<file path="src/rtl/core/wsjof_pkg.sv">
package wsjof_pkg;

  // Window geometry
  localparam int WINDOW = 8;
  localparam int WIN_AW = $clog2(WINDOW);
  localparam int FILL_W = $clog2(WINDOW + 1);
  localparam int SCAN_LAST = WINDOW + 1;
  localparam int CNT_W = $clog2(SCAN_LAST + 1);

  // Field and register widths
  localparam int SAMPLE_W = 20;
  localparam int THRESH_W = 19;
  localparam int RATIO_W = 15;
  localparam int SIGMA_W = 12;
  localparam int FLAG_W = 16;
  localparam int CFG_IDX_W = 2;
  localparam int CFG_DATA_W = 19;

  // Datapath widths and shifts, most derived from the window size
  localparam int SUM_W = SAMPLE_W + WIN_AW;
  localparam int SQ_W = 2 * SAMPLE_W - 1 + WIN_AW;
  localparam int D_W = SUM_W + 1;
  localparam int MAG_W = SUM_W;
  localparam int Q_W = 2 * SAMPLE_W - 1 + 2 * WIN_AW;
  localparam int MUL_W = (SUM_W > 2 * SIGMA_W) ? SUM_W : 2 * SIGMA_W;
  localparam int PROD_W = 2 * MUL_W;
  localparam int Q_LO_W = MUL_W;
  localparam int Q_HI_W = Q_W - Q_LO_W;
  localparam int S2_W = 2 * SIGMA_W;
  localparam int R_LO_W = S2_W + Q_LO_W;
  localparam int R_HI_W = S2_W + Q_HI_W;
  localparam int CMP_W = S2_W + Q_W;
  localparam int D2_W = 2 * MAG_W;
  localparam int DIFF_W = SAMPLE_W;
  localparam int Z_SHIFT = 16;
  localparam int RATIO_SHIFT = 8;

  // Jump test constants
  localparam int JUMP_MIN_FILL = 4;
  localparam logic signed [SAMPLE_W-1:0] NEAR_LIMIT = 20'sd10;
  localparam logic [RATIO_W-1:0] RATIO_CAP = 15'd25574;

  // Register reset values
  localparam logic [THRESH_W-1:0] JUMP_THRESHOLD_RST = 19'd500;
  localparam logic [RATIO_W-1:0] JUMP_RATIO_RST = 15'd77;
  localparam logic [SIGMA_W-1:0] SIGMA_LIMIT_RST = 12'd768;

  // Register indexes
  localparam logic [CFG_IDX_W-1:0] CFG_JUMP_THRESHOLD = 2'd0;
  localparam logic [CFG_IDX_W-1:0] CFG_JUMP_RATIO = 2'd1;
  localparam logic [CFG_IDX_W-1:0] CFG_SIGMA_LIMIT = 2'd2;

  typedef enum logic [3:0] {
    ST_IDLE,
    ST_SCAN,
    ST_SIG2,
    ST_SUM2,
    ST_D2,
    ST_QLO,
    ST_QHI,
    ST_RAT,
    ST_DONE
  } state_t;

  typedef enum logic [2:0] {
    MUL_SQ,
    MUL_SIG,
    MUL_SUM,
    MUL_D,
    MUL_QLO,
    MUL_QHI,
    MUL_RAT
  } mul_op_t;

  typedef struct packed {
    logic              take;
    logic              rd_en;
    logic [WIN_AW-1:0] rd_addr;
    logic              acc_sum;
    logic              acc_sq;
    mul_op_t           mul_op;
    logic              ld_diff;
    logic              ld_s2d;
    logic              ld_q;
    logic              ld_d2;
    logic              ld_rlo;
    logic              ld_rhs;
    logic              commit;
  } cmd_t;

endpackage

</file>
<file path="src/rtl/core/window_sigma_jump_outlier_flag.sv">
// Channel  Handshake             Payload
// -------  --------------------  ----------------------------------------------
// input    in_valid / in_ready   sample
// output   out_valid / out_ready flagged, jump_hit, sigma_hit, flag_total
// config   cfg_we                cfg_index, cfg_data (no wait, no read-back)
//
// One sample at a time, taken once the last has committed; the window is
// read one entry a cycle from its memory port, then the shared 24 x 24
// multiplier runs the six variance and jump products in turn.
// Reset (rst, synchronous) clears control, history and the flag count and
// loads the register defaults; window contents are not cleared.
// A new sample is taken while a finished result still waits on out_ready;
// only the commit of the next result waits for the output register.
module window_sigma_jump_outlier_flag (
  input  logic                                  clk,
  input  logic                                  rst,
  input  logic                                  in_valid,
  output logic                                  in_ready,
  input  logic signed [wsjof_pkg::SAMPLE_W-1:0] sample,
  output logic                                  out_valid,
  input  logic                                  out_ready,
  output logic                                  flagged,
  output logic                                  jump_hit,
  output logic                                  sigma_hit,
  output logic [wsjof_pkg::FLAG_W-1:0]          flag_total,
  input  logic                                  cfg_we,
  input  logic [wsjof_pkg::CFG_IDX_W-1:0]       cfg_index,
  input  logic [wsjof_pkg::CFG_DATA_W-1:0]      cfg_data
);
  import wsjof_pkg::*;

  cmd_t cmd;

  // Sequence each transaction
  wsjof_ctrl u_ctrl (
    .clk       (clk),
    .rst       (rst),
    .in_valid  (in_valid),
    .in_ready  (in_ready),
    .out_valid (out_valid),
    .out_ready (out_ready),
    .cmd       (cmd)
  );

  // Window store, arithmetic and result register
  wsjof_dp u_dp (
    .clk        (clk),
    .rst        (rst),
    .cmd        (cmd),
    .cfg_we     (cfg_we),
    .cfg_index  (cfg_index),
    .cfg_data   (cfg_data),
    .sample     (sample),
    .flagged    (flagged),
    .jump_hit   (jump_hit),
    .sigma_hit  (sigma_hit),
    .flag_total (flag_total)
  );

endmodule

</file>
<file path="src/rtl/core/wsjof_ctrl.sv">
module wsjof_ctrl (
  input  logic             clk,
  input  logic             rst,
  input  logic             in_valid,
  output logic             in_ready,
  output logic             out_valid,
  input  logic             out_ready,
  output wsjof_pkg::cmd_t  cmd
);
  import wsjof_pkg::*;

  state_t           state;
  state_t           state_next;
  logic [CNT_W-1:0] scan_cnt;
  logic [CNT_W-1:0] scan_cnt_next;
  logic             out_valid_next;
  logic             slot_free;

  assign in_ready  = (state == ST_IDLE);
  assign slot_free = !out_valid || out_ready;

  // State, scan counter and result valid
  always_ff @(posedge clk) begin
    if (rst) begin
      state     <= ST_IDLE;
      scan_cnt  <= '0;
      out_valid <= 1'b0;
    end else begin
      state     <= state_next;
      scan_cnt  <= scan_cnt_next;
      out_valid <= out_valid_next;
    end
  end

  // Next state
  always_comb begin
    state_next = state;
    unique case (state)
      ST_IDLE: if (in_valid) state_next = ST_SCAN;
      ST_SCAN: if (scan_cnt == CNT_W'(SCAN_LAST)) state_next = ST_SIG2;
      ST_SIG2: state_next = ST_SUM2;
      ST_SUM2: state_next = ST_D2;
      ST_D2:   state_next = ST_QLO;
      ST_QLO:  state_next = ST_QHI;
      ST_QHI:  state_next = ST_RAT;
      ST_RAT:  state_next = ST_DONE;
      ST_DONE: if (slot_free) state_next = ST_IDLE;
      default: state_next = ST_IDLE;
    endcase
  end

  // Advance the scan counter through the window reads
  always_comb begin
    scan_cnt_next = '0;
    if (state == ST_SCAN && scan_cnt != CNT_W'(SCAN_LAST)) begin
      scan_cnt_next = scan_cnt + 1'b1;
    end
  end

  // Hold the result valid until the transaction completes
  always_comb begin
    out_valid_next = out_valid;
    if (out_ready) out_valid_next = 1'b0;
    if (cmd.commit) out_valid_next = 1'b1;
  end

  // Commands to the datapath
  always_comb begin
    cmd         = '0;
    cmd.mul_op  = MUL_SQ;
    cmd.rd_addr = scan_cnt[WIN_AW-1:0];
    unique case (state)
      ST_IDLE: cmd.take = in_valid;
      ST_SCAN: begin
        cmd.rd_en   = (scan_cnt < CNT_W'(WINDOW));
        cmd.acc_sum = (scan_cnt >= CNT_W'(1)) && (scan_cnt <= CNT_W'(WINDOW));
        cmd.acc_sq  = (scan_cnt >= CNT_W'(2));
      end
      ST_SIG2: begin
        cmd.mul_op  = MUL_SIG;
        cmd.ld_diff = 1'b1;
      end
      ST_SUM2: begin
        cmd.mul_op = MUL_SUM;
        cmd.ld_s2d = 1'b1;
      end
      ST_D2: begin
        cmd.mul_op = MUL_D;
        cmd.ld_q   = 1'b1;
      end
      ST_QLO: begin
        cmd.mul_op = MUL_QLO;
        cmd.ld_d2  = 1'b1;
      end
      ST_QHI: begin
        cmd.mul_op = MUL_QHI;
        cmd.ld_rlo = 1'b1;
      end
      ST_RAT: begin
        cmd.mul_op = MUL_RAT;
        cmd.ld_rhs = 1'b1;
      end
      ST_DONE: begin
        cmd.mul_op = MUL_RAT;
        cmd.commit = slot_free;
      end
      default: cmd.take = 1'b0;
    endcase
  end

  a_one_at_a_time: assert property (@(posedge clk) disable iff (rst)
    (in_valid && in_ready) |=> !in_ready)
    else $error("item accepted while another is in flight");

  a_commit_slot_free: assert property (@(posedge clk) disable iff (rst)
    cmd.commit |-> (!out_valid || out_ready))
    else $error("result committed over an untaken result");

  a_scan_bound: assert property (@(posedge clk) disable iff (rst)
    (state == ST_SCAN) |-> (scan_cnt <= CNT_W'(SCAN_LAST)))
    else $error("scan counter ran past the window");

endmodule

</file>
<file path="src/rtl/core/wsjof_dp.sv">
module wsjof_dp (
  input  logic                                  clk,
  input  logic                                  rst,
  input  wsjof_pkg::cmd_t                       cmd,
  input  logic                                  cfg_we,
  input  logic [wsjof_pkg::CFG_IDX_W-1:0]       cfg_index,
  input  logic [wsjof_pkg::CFG_DATA_W-1:0]      cfg_data,
  input  logic signed [wsjof_pkg::SAMPLE_W-1:0] sample,
  output logic                                  flagged,
  output logic                                  jump_hit,
  output logic                                  sigma_hit,
  output logic [wsjof_pkg::FLAG_W-1:0]          flag_total
);
  import wsjof_pkg::*;

  localparam logic signed [D_W-1:0] WIN_D = D_W'(WINDOW);

  // Configuration registers
  logic [THRESH_W-1:0] jump_threshold;
  logic [RATIO_W-1:0]  jump_ratio;
  logic [SIGMA_W-1:0]  sigma_limit;

  // Block state
  logic signed [SAMPLE_W-1:0] window_store [WINDOW];
  logic [WIN_AW-1:0]          write_slot;
  logic [FILL_W-1:0]          fill_count;
  logic signed [SAMPLE_W-1:0] previous_sample;
  logic                       previous_valid;
  logic [FLAG_W-1:0]          flag_counter;

  // Working registers
  logic signed [SAMPLE_W-1:0] rd_data;
  logic signed [SAMPLE_W-1:0] cur;
  logic signed [SUM_W-1:0]    sum;
  logic [SQ_W-1:0]            sq;
  logic [PROD_W-1:0]          prod;
  logic [DIFF_W-1:0]          diff;
  logic [S2_W-1:0]            s2;
  logic signed [D_W-1:0]      dev;
  logic [Q_W-1:0]             q;
  logic [D2_W-1:0]            d2;
  logic [R_LO_W-1:0]          rlo;
  logic [CMP_W-1:0]           rhs;

  // Combinational terms
  logic [MUL_W-1:0]           mul_a;
  logic [MUL_W-1:0]           mul_b;
  logic [SAMPLE_W-1:0]        rd_mag;
  logic [MAG_W-1:0]           sum_mag;
  logic [MAG_W-1:0]           dev_mag;
  logic signed [SAMPLE_W:0]   step;
  logic [SAMPLE_W:0]          step_mag;
  logic [CMP_W-1:0]           lhs;
  logic                       rel_ok;
  logic                       jump_now;
  logic                       sigma_now;
  logic                       hit_now;
  logic [FLAG_W-1:0]          flag_counter_next;

  assign rd_mag   = rd_data[SAMPLE_W-1] ? SAMPLE_W'(-rd_data) : SAMPLE_W'(rd_data);
  assign sum_mag  = sum[SUM_W-1] ? MAG_W'(-sum) : MAG_W'(sum);
  assign dev_mag  = dev[D_W-1] ? MAG_W'(-dev) : MAG_W'(dev);
  assign step     = (SAMPLE_W+1)'(cur) - (SAMPLE_W+1)'(previous_sample);
  assign step_mag = step[SAMPLE_W] ? (SAMPLE_W+1)'(-step) : (SAMPLE_W+1)'(step);

  // Write configuration registers; drop writes beyond the list
  always_ff @(posedge clk) begin
    if (rst) begin
      jump_threshold <= JUMP_THRESHOLD_RST;
      jump_ratio     <= JUMP_RATIO_RST;
      sigma_limit    <= SIGMA_LIMIT_RST;
    end else if (cfg_we) begin
      case (cfg_index)
        CFG_JUMP_THRESHOLD: jump_threshold <= cfg_data[THRESH_W-1:0];
        CFG_JUMP_RATIO:     jump_ratio     <= cfg_data[RATIO_W-1:0];
        CFG_SIGMA_LIMIT:    sigma_limit    <= cfg_data[SIGMA_W-1:0];
        default:            jump_threshold <= jump_threshold;
      endcase
    end
  end

  // Window memory: registered read, write on commit
  always_ff @(posedge clk) begin
    if (cmd.rd_en) rd_data <= window_store[cmd.rd_addr];
    if (cmd.commit) window_store[write_slot] <= cur;
  end

  // Select multiplier operands
  always_comb begin
    mul_a = '0;
    mul_b = '0;
    case (cmd.mul_op)
      MUL_SQ: begin
        mul_a = MUL_W'(rd_mag);
        mul_b = MUL_W'(rd_mag);
      end
      MUL_SIG: begin
        mul_a = MUL_W'(sigma_limit);
        mul_b = MUL_W'(sigma_limit);
      end
      MUL_SUM: begin
        mul_a = MUL_W'(sum_mag);
        mul_b = MUL_W'(sum_mag);
      end
      MUL_D: begin
        mul_a = MUL_W'(dev_mag);
        mul_b = MUL_W'(dev_mag);
      end
      MUL_QLO: begin
        mul_a = MUL_W'(s2);
        mul_b = MUL_W'(q[Q_LO_W-1:0]);
      end
      MUL_QHI: begin
        mul_a = MUL_W'(s2);
        mul_b = MUL_W'(q[Q_W-1:Q_LO_W]);
      end
      MUL_RAT: begin
        mul_a = MUL_W'(jump_ratio);
        mul_b = MUL_W'(previous_sample[SAMPLE_W-2:0]);
      end
      default: mul_a = '0;
    endcase
  end

  // Shared multiplier with registered product
  always_ff @(posedge clk) begin
    prod <= mul_a * mul_b;
  end

  // Accumulate the window and build the variance terms step by step
  always_ff @(posedge clk) begin
    if (cmd.take) begin
      cur <= sample;
      sum <= '0;
      sq  <= '0;
    end
    if (cmd.acc_sum) sum <= sum + SUM_W'(rd_data);
    if (cmd.acc_sq) sq <= sq + prod[SQ_W-1:0];
    if (cmd.ld_diff) diff <= step_mag[DIFF_W-1:0];
    if (cmd.ld_s2d) begin
      s2  <= prod[S2_W-1:0];
      dev <= D_W'(D_W'(cur) * WIN_D) - D_W'(sum);
    end
    if (cmd.ld_q) q <= Q_W'(Q_W'(sq) * Q_W'(WINDOW)) - prod[Q_W-1:0];
    if (cmd.ld_d2) d2 <= prod[D2_W-1:0];
    if (cmd.ld_rlo) rlo <= prod[R_LO_W-1:0];
    if (cmd.ld_rhs) rhs <= CMP_W'(rlo) + (CMP_W'(prod[R_HI_W-1:0]) << Q_LO_W);
  end

  // Decide both tests; prod holds jump_ratio * previous sample here
  always_comb begin
    lhs = CMP_W'(d2) << Z_SHIFT;
    if (previous_sample > NEAR_LIMIT) begin
      rel_ok = ((PROD_W'(diff) << RATIO_SHIFT) > prod);
    end else begin
      rel_ok = (diff > DIFF_W'(NEAR_LIMIT)) && (jump_ratio <= RATIO_CAP);
    end
    jump_now  = previous_valid && (32'(fill_count) >= JUMP_MIN_FILL) &&
                (diff > DIFF_W'(jump_threshold)) && rel_ok;
    sigma_now = (fill_count == FILL_W'(WINDOW)) && (q != '0) && (lhs > rhs);
    hit_now   = jump_now || sigma_now;
    flag_counter_next = flag_counter;
    if (hit_now && flag_counter != '1) flag_counter_next = flag_counter + 1'b1;
  end

  // Advance the ring and history on commit
  always_ff @(posedge clk) begin
    if (rst) begin
      write_slot      <= '0;
      fill_count      <= '0;
      previous_sample <= '0;
      previous_valid  <= 1'b0;
      flag_counter    <= '0;
    end else if (cmd.commit) begin
      write_slot      <= (write_slot == WIN_AW'(WINDOW - 1)) ? '0 : write_slot + 1'b1;
      if (fill_count != FILL_W'(WINDOW)) fill_count <= fill_count + 1'b1;
      previous_sample <= cur;
      previous_valid  <= 1'b1;
      flag_counter    <= flag_counter_next;
    end
  end

  // Load the result register
  always_ff @(posedge clk) begin
    if (cmd.commit) begin
      flagged    <= hit_now;
      jump_hit   <= jump_now;
      sigma_hit  <= sigma_now;
      flag_total <= flag_counter_next;
    end
  end

  a_fill_bound: assert property (@(posedge clk) disable iff (rst)
    fill_count <= FILL_W'(WINDOW))
    else $error("fill count passed the window size");

  a_count_step: assert property (@(posedge clk) disable iff (rst)
    (cmd.commit && !hit_now) |=> (flag_counter == $past(flag_counter)))
    else $error("flag count moved on an unflagged sample");

  a_slot_tracks_fill: assert property (@(posedge clk) disable iff (rst)
    (fill_count != FILL_W'(WINDOW)) |-> (write_slot == fill_count[WIN_AW-1:0]))
    else $error("write slot out of step with the fill count");

endmodule

</file>
<file path="config.mk">
export PLATFORM = sky130hd
export DESIGN_NAME = window_sigma_jump_outlier_flag
export DESIGN_NICKNAME = d
export VERILOG_FILES = /design/src/rtl/core/wsjof_pkg.sv /design/src/rtl/core/window_sigma_jump_outlier_flag.sv /design/src/rtl/core/wsjof_ctrl.sv /design/src/rtl/core/wsjof_dp.sv
export SDC_FILE = /design/constraint.sdc
export NUM_CORES = 2
export LEC_CHECK = 0
export BUFFER_PORTS_ARGS = -buffer_cell sky130_fd_sc_hd__clkbuf_2
export CELL_PAD_IN_SITES_DETAIL_PLACEMENT = 1
export CELL_PAD_IN_SITES_GLOBAL_PLACEMENT = 2
export CORE_UTILIZATION = 44
export CTS_CLUSTER_SIZE = 24
export DETAILED_ROUTE_END_ITERATION = 6
export MAX_ROUTING_LAYER = met4
export PLACE_DENSITY = 0.85
export SKIP_LAST_GASP = 1
export SLEW_MARGIN = 15
export SYNTH_ARGS = -nofsm -noshare
export SYNTH_HDL_FRONTEND = slang
export SYNTH_SLANG_ARGS = --single-unit
</file>
<file path="constraint.sdc">
create_clock -name clk -period 13.55 [get_ports clk]
set_input_delay 1.355 -clock clk [delete_from_list [all_inputs] [get_ports clk]]
set_output_delay 1.355 -clock clk [all_outputs]
set_load 0.005 [all_outputs]
</file>
==> impl_metrics.tcl <==
set metrics [dict create \
    slew-limit-headroom_pct 15.3 \
    coreArea_um2 126000 \
    cpPeakStageDelay_ps 770 \
    setup_ws_ps 2130 \
    routed_wl_um 187000 \
    max_freq_ghz 0.0876 \
    clk_pin_slew_worst_paths_ps 70 \
    cp.arrival_ps 12000 \
    io_buffers 66 \
    drtIter0Drc 3899 \
    antenna_found_initial 12 \
    crit_start "u_dp.sum[3]" \
    ant_nets 0 \
    status "complete, but fails checks" \
    crit_type "flop to flop" \
    rows 130 \
    setup_tns_ps 0 \
    start_kind "flop" \
    synth_area_um2 55700 \
    post-place-ws_ps 2300 \
    grt_pass1_wl_um 282000 \
    syn_inst 5441 \
    nets 6506 \
    ctsHoldBuffers 0 \
    synth_top_cell_area_share_pct 30.2 \
    syn-num-nets 6414 \
    gr-total-overflow 0 \
    synth.distinct_cells 87 \
    cts-root-buf "clkbuf_16" \
    finalMaxSlewViolations 0 \
    rsz0062_at_grt "false" \
    worst_clock_skew_ps 27.7 \
    cap_violations 0 \
    final_layout_size_suffix_gt1_share_pct 8.00 \
    cts.sinks 707 \
    htreeDepth 3 \
    yosysWarnings 0 \
    gp_congestion 0.961 \
    cp-end-kind "flop" \
    track_usage_pct 30.6 \
    drcViolationCount 6 \
    postCtsSetupRepairBufs 0 \
    cts_made_buffers 82 \
    min_period_ps 11420 \
    ctsResizeCount 0 \
    synth-seq-cells 707 \
    r2r_start "u_dp.sum[3]" \
    reg2regPathDepth 34 \
    synthTopCellsByArea "edfxtp_1, fa_1, ha_1" \
    required_ps 14130 \
    drtPass1Iterations 7 \
    vias 42100 \
    hold_viol 0 \
    setup_viol 0 \
    clock_path_buffers 3 \
    violations "design-rule violations" \
    ys_seq_area_share_pct 35.5 \
    dpl_cell_area_um2 58300 \
    final.period_utilization_pct 84.3 \
    clock_latency_ps 710 \
    nFillCells 13900 \
    routed_via_density 5.80 \
    synth_top_area_cell "edfxtp_1" \
    die_h_um 358 \
    min_path_cells 0 \
    synthArstFlopShare_pct 0 \
    avgSynthCellArea_um2 10.2 \
    ys.flop_type "edfxtp_1" \
    cp_common_cell "fa_1" \
    synth_common_cells "inv_1, nand2_1, edfxtp_1, fa_1, ha_1" \
    start_util_pct 44.3 \
    io_pins 67 \
    area_delta_synth_final_pct 9.71 \
    grt_max_degree 90 \
    wl_per_cell_um 25.7 \
    finalCoreUtilization_pct 48.6 \
    dieArea_um2 128000 \
    hp-start "u_dp.rlo[3]" \
    hold_path_class "flop to flop" \
    crit_path_top_delay_cell "nand2_1" \
    hpwl_um 143000 \
    tightest_slew_ps 1270 \
    stdcell_area_um2 61100 \
    critPathMaxFanout 22 \
    synth_edf_count 560 \
    cts_tree "done" \
    die_w_um 358 \
    synth.most_common_cell "inv_1" \
    grt_pass1_vias 44800 \
]
[state kept, by name, indices dropped and copies added (netlist names), 19 cells and up]
signal	flops
u_dp.window_store	160
u_dp.rhs	69
u_dp.prod	48
u_dp.rlo	48
u_dp.d2	46
u_dp.q	45
u_dp.sq	42
u_dp.dev	24
u_dp.s2	24
u_dp.sum	23
u_dp.cur	20
u_dp.diff	20
u_dp.previous_sample	20
u_dp.rd_data	20
u_dp.jump_threshold	19
[worst paths after layout]
path | end | slack, ps
worst max-delay path | u_dp.prod[45] | 2130
worst min-delay path | u_dp.rhs[3] | 410
worst max register to register | u_dp.prod[45] | 2130
worst min register to register | u_dp.rhs[3] | 410
[logic make-up after synthesis]
group,count (synthesis),synth area share (%)
AO/OA/AOI/OAI,914,10.8
AND/OR/NAND/NOR,1536,12.5
XOR/XNOR,310,4.88
multiplexers,73,2.26
adder cells (fa/ha/maj),927,27.4
buffers and inverters,974,6.68
flip-flops,707,35.5
[stage by stage]
stage                     hold WS (ps)  std cells
final                              414       7256
after global routing               423       7254
after CTS                          417       7250
after floorplan                    400       5441
after detailed placement           406       7097
after global placement             400       7095
[cell type report]
class,count,area (µm²),area share [%]
Sequential cell,707,19800,32.4
Inverter,805,3020,4.95
Clock inverter,61,626,1.02
Multi-Input combinational cell,3760,32300,52.9
Tap cell,1650,2060,3.38
Antenna cell,4,10.0,0.0164
Timing Repair Buffer,177,1160,1.91
Clock buffer,92,2130,3.49
[worst max-delay path, delay by kind of cell (launching register included)]
family	cells	cell delay, ps
adders and majority gates	8	3630
and+or+nand+nor	7	3060
xor gates and xnor gates	2	350
DFF	1	500
buffers and inverters	5	360
AOI/OAI and AO/OA	12	3370
[per-layer routing]
layer / GRT usage [%] / routed length, µm
met5: - / 0
met2: 48.2 / 86500
met3: 4.85 / 13200
met4: 8.89 / 5800
met1: 40.7 / 81000
[layout by cell type (no fill, tap or decap), types with 15 or more instances in the layout]
cell / count
o21bai_1: 26
nor2b_1: 35
nand3_1: 64
or3_1: 29
a22oi_1: 15
nor2_1: 345
mux2_2: 23
a31oi_1: 23
o22ai_1: 18
o21a_1: 28
and2_1: 35
nand2_1: 694
edfxtp_1: 560
nor4_1: 41
and3_1: 39
nand2b_1: 39
fa_1: 486
dfxtp_1: 145
o21ai_0: 129
buf_4: 109
a211o_1: 17
clkbuf_2: 65
ha_1: 441
clkbuf_16: 83
nor3_1: 67
xnor2_1: 190
a21o_1: 145
o31ai_1: 25
mux4_2: 40
or2_2: 16
a211oi_1: 26
a21oi_1: 314
clkinv_1: 15
nand4_1: 53
xor2_1: 120
inv_1: 802
a221oi_1: 17
Power is left out: the tool's default activity adds up to more than one toggle a clock period on the data nets, which glitch-free logic cannot reach.
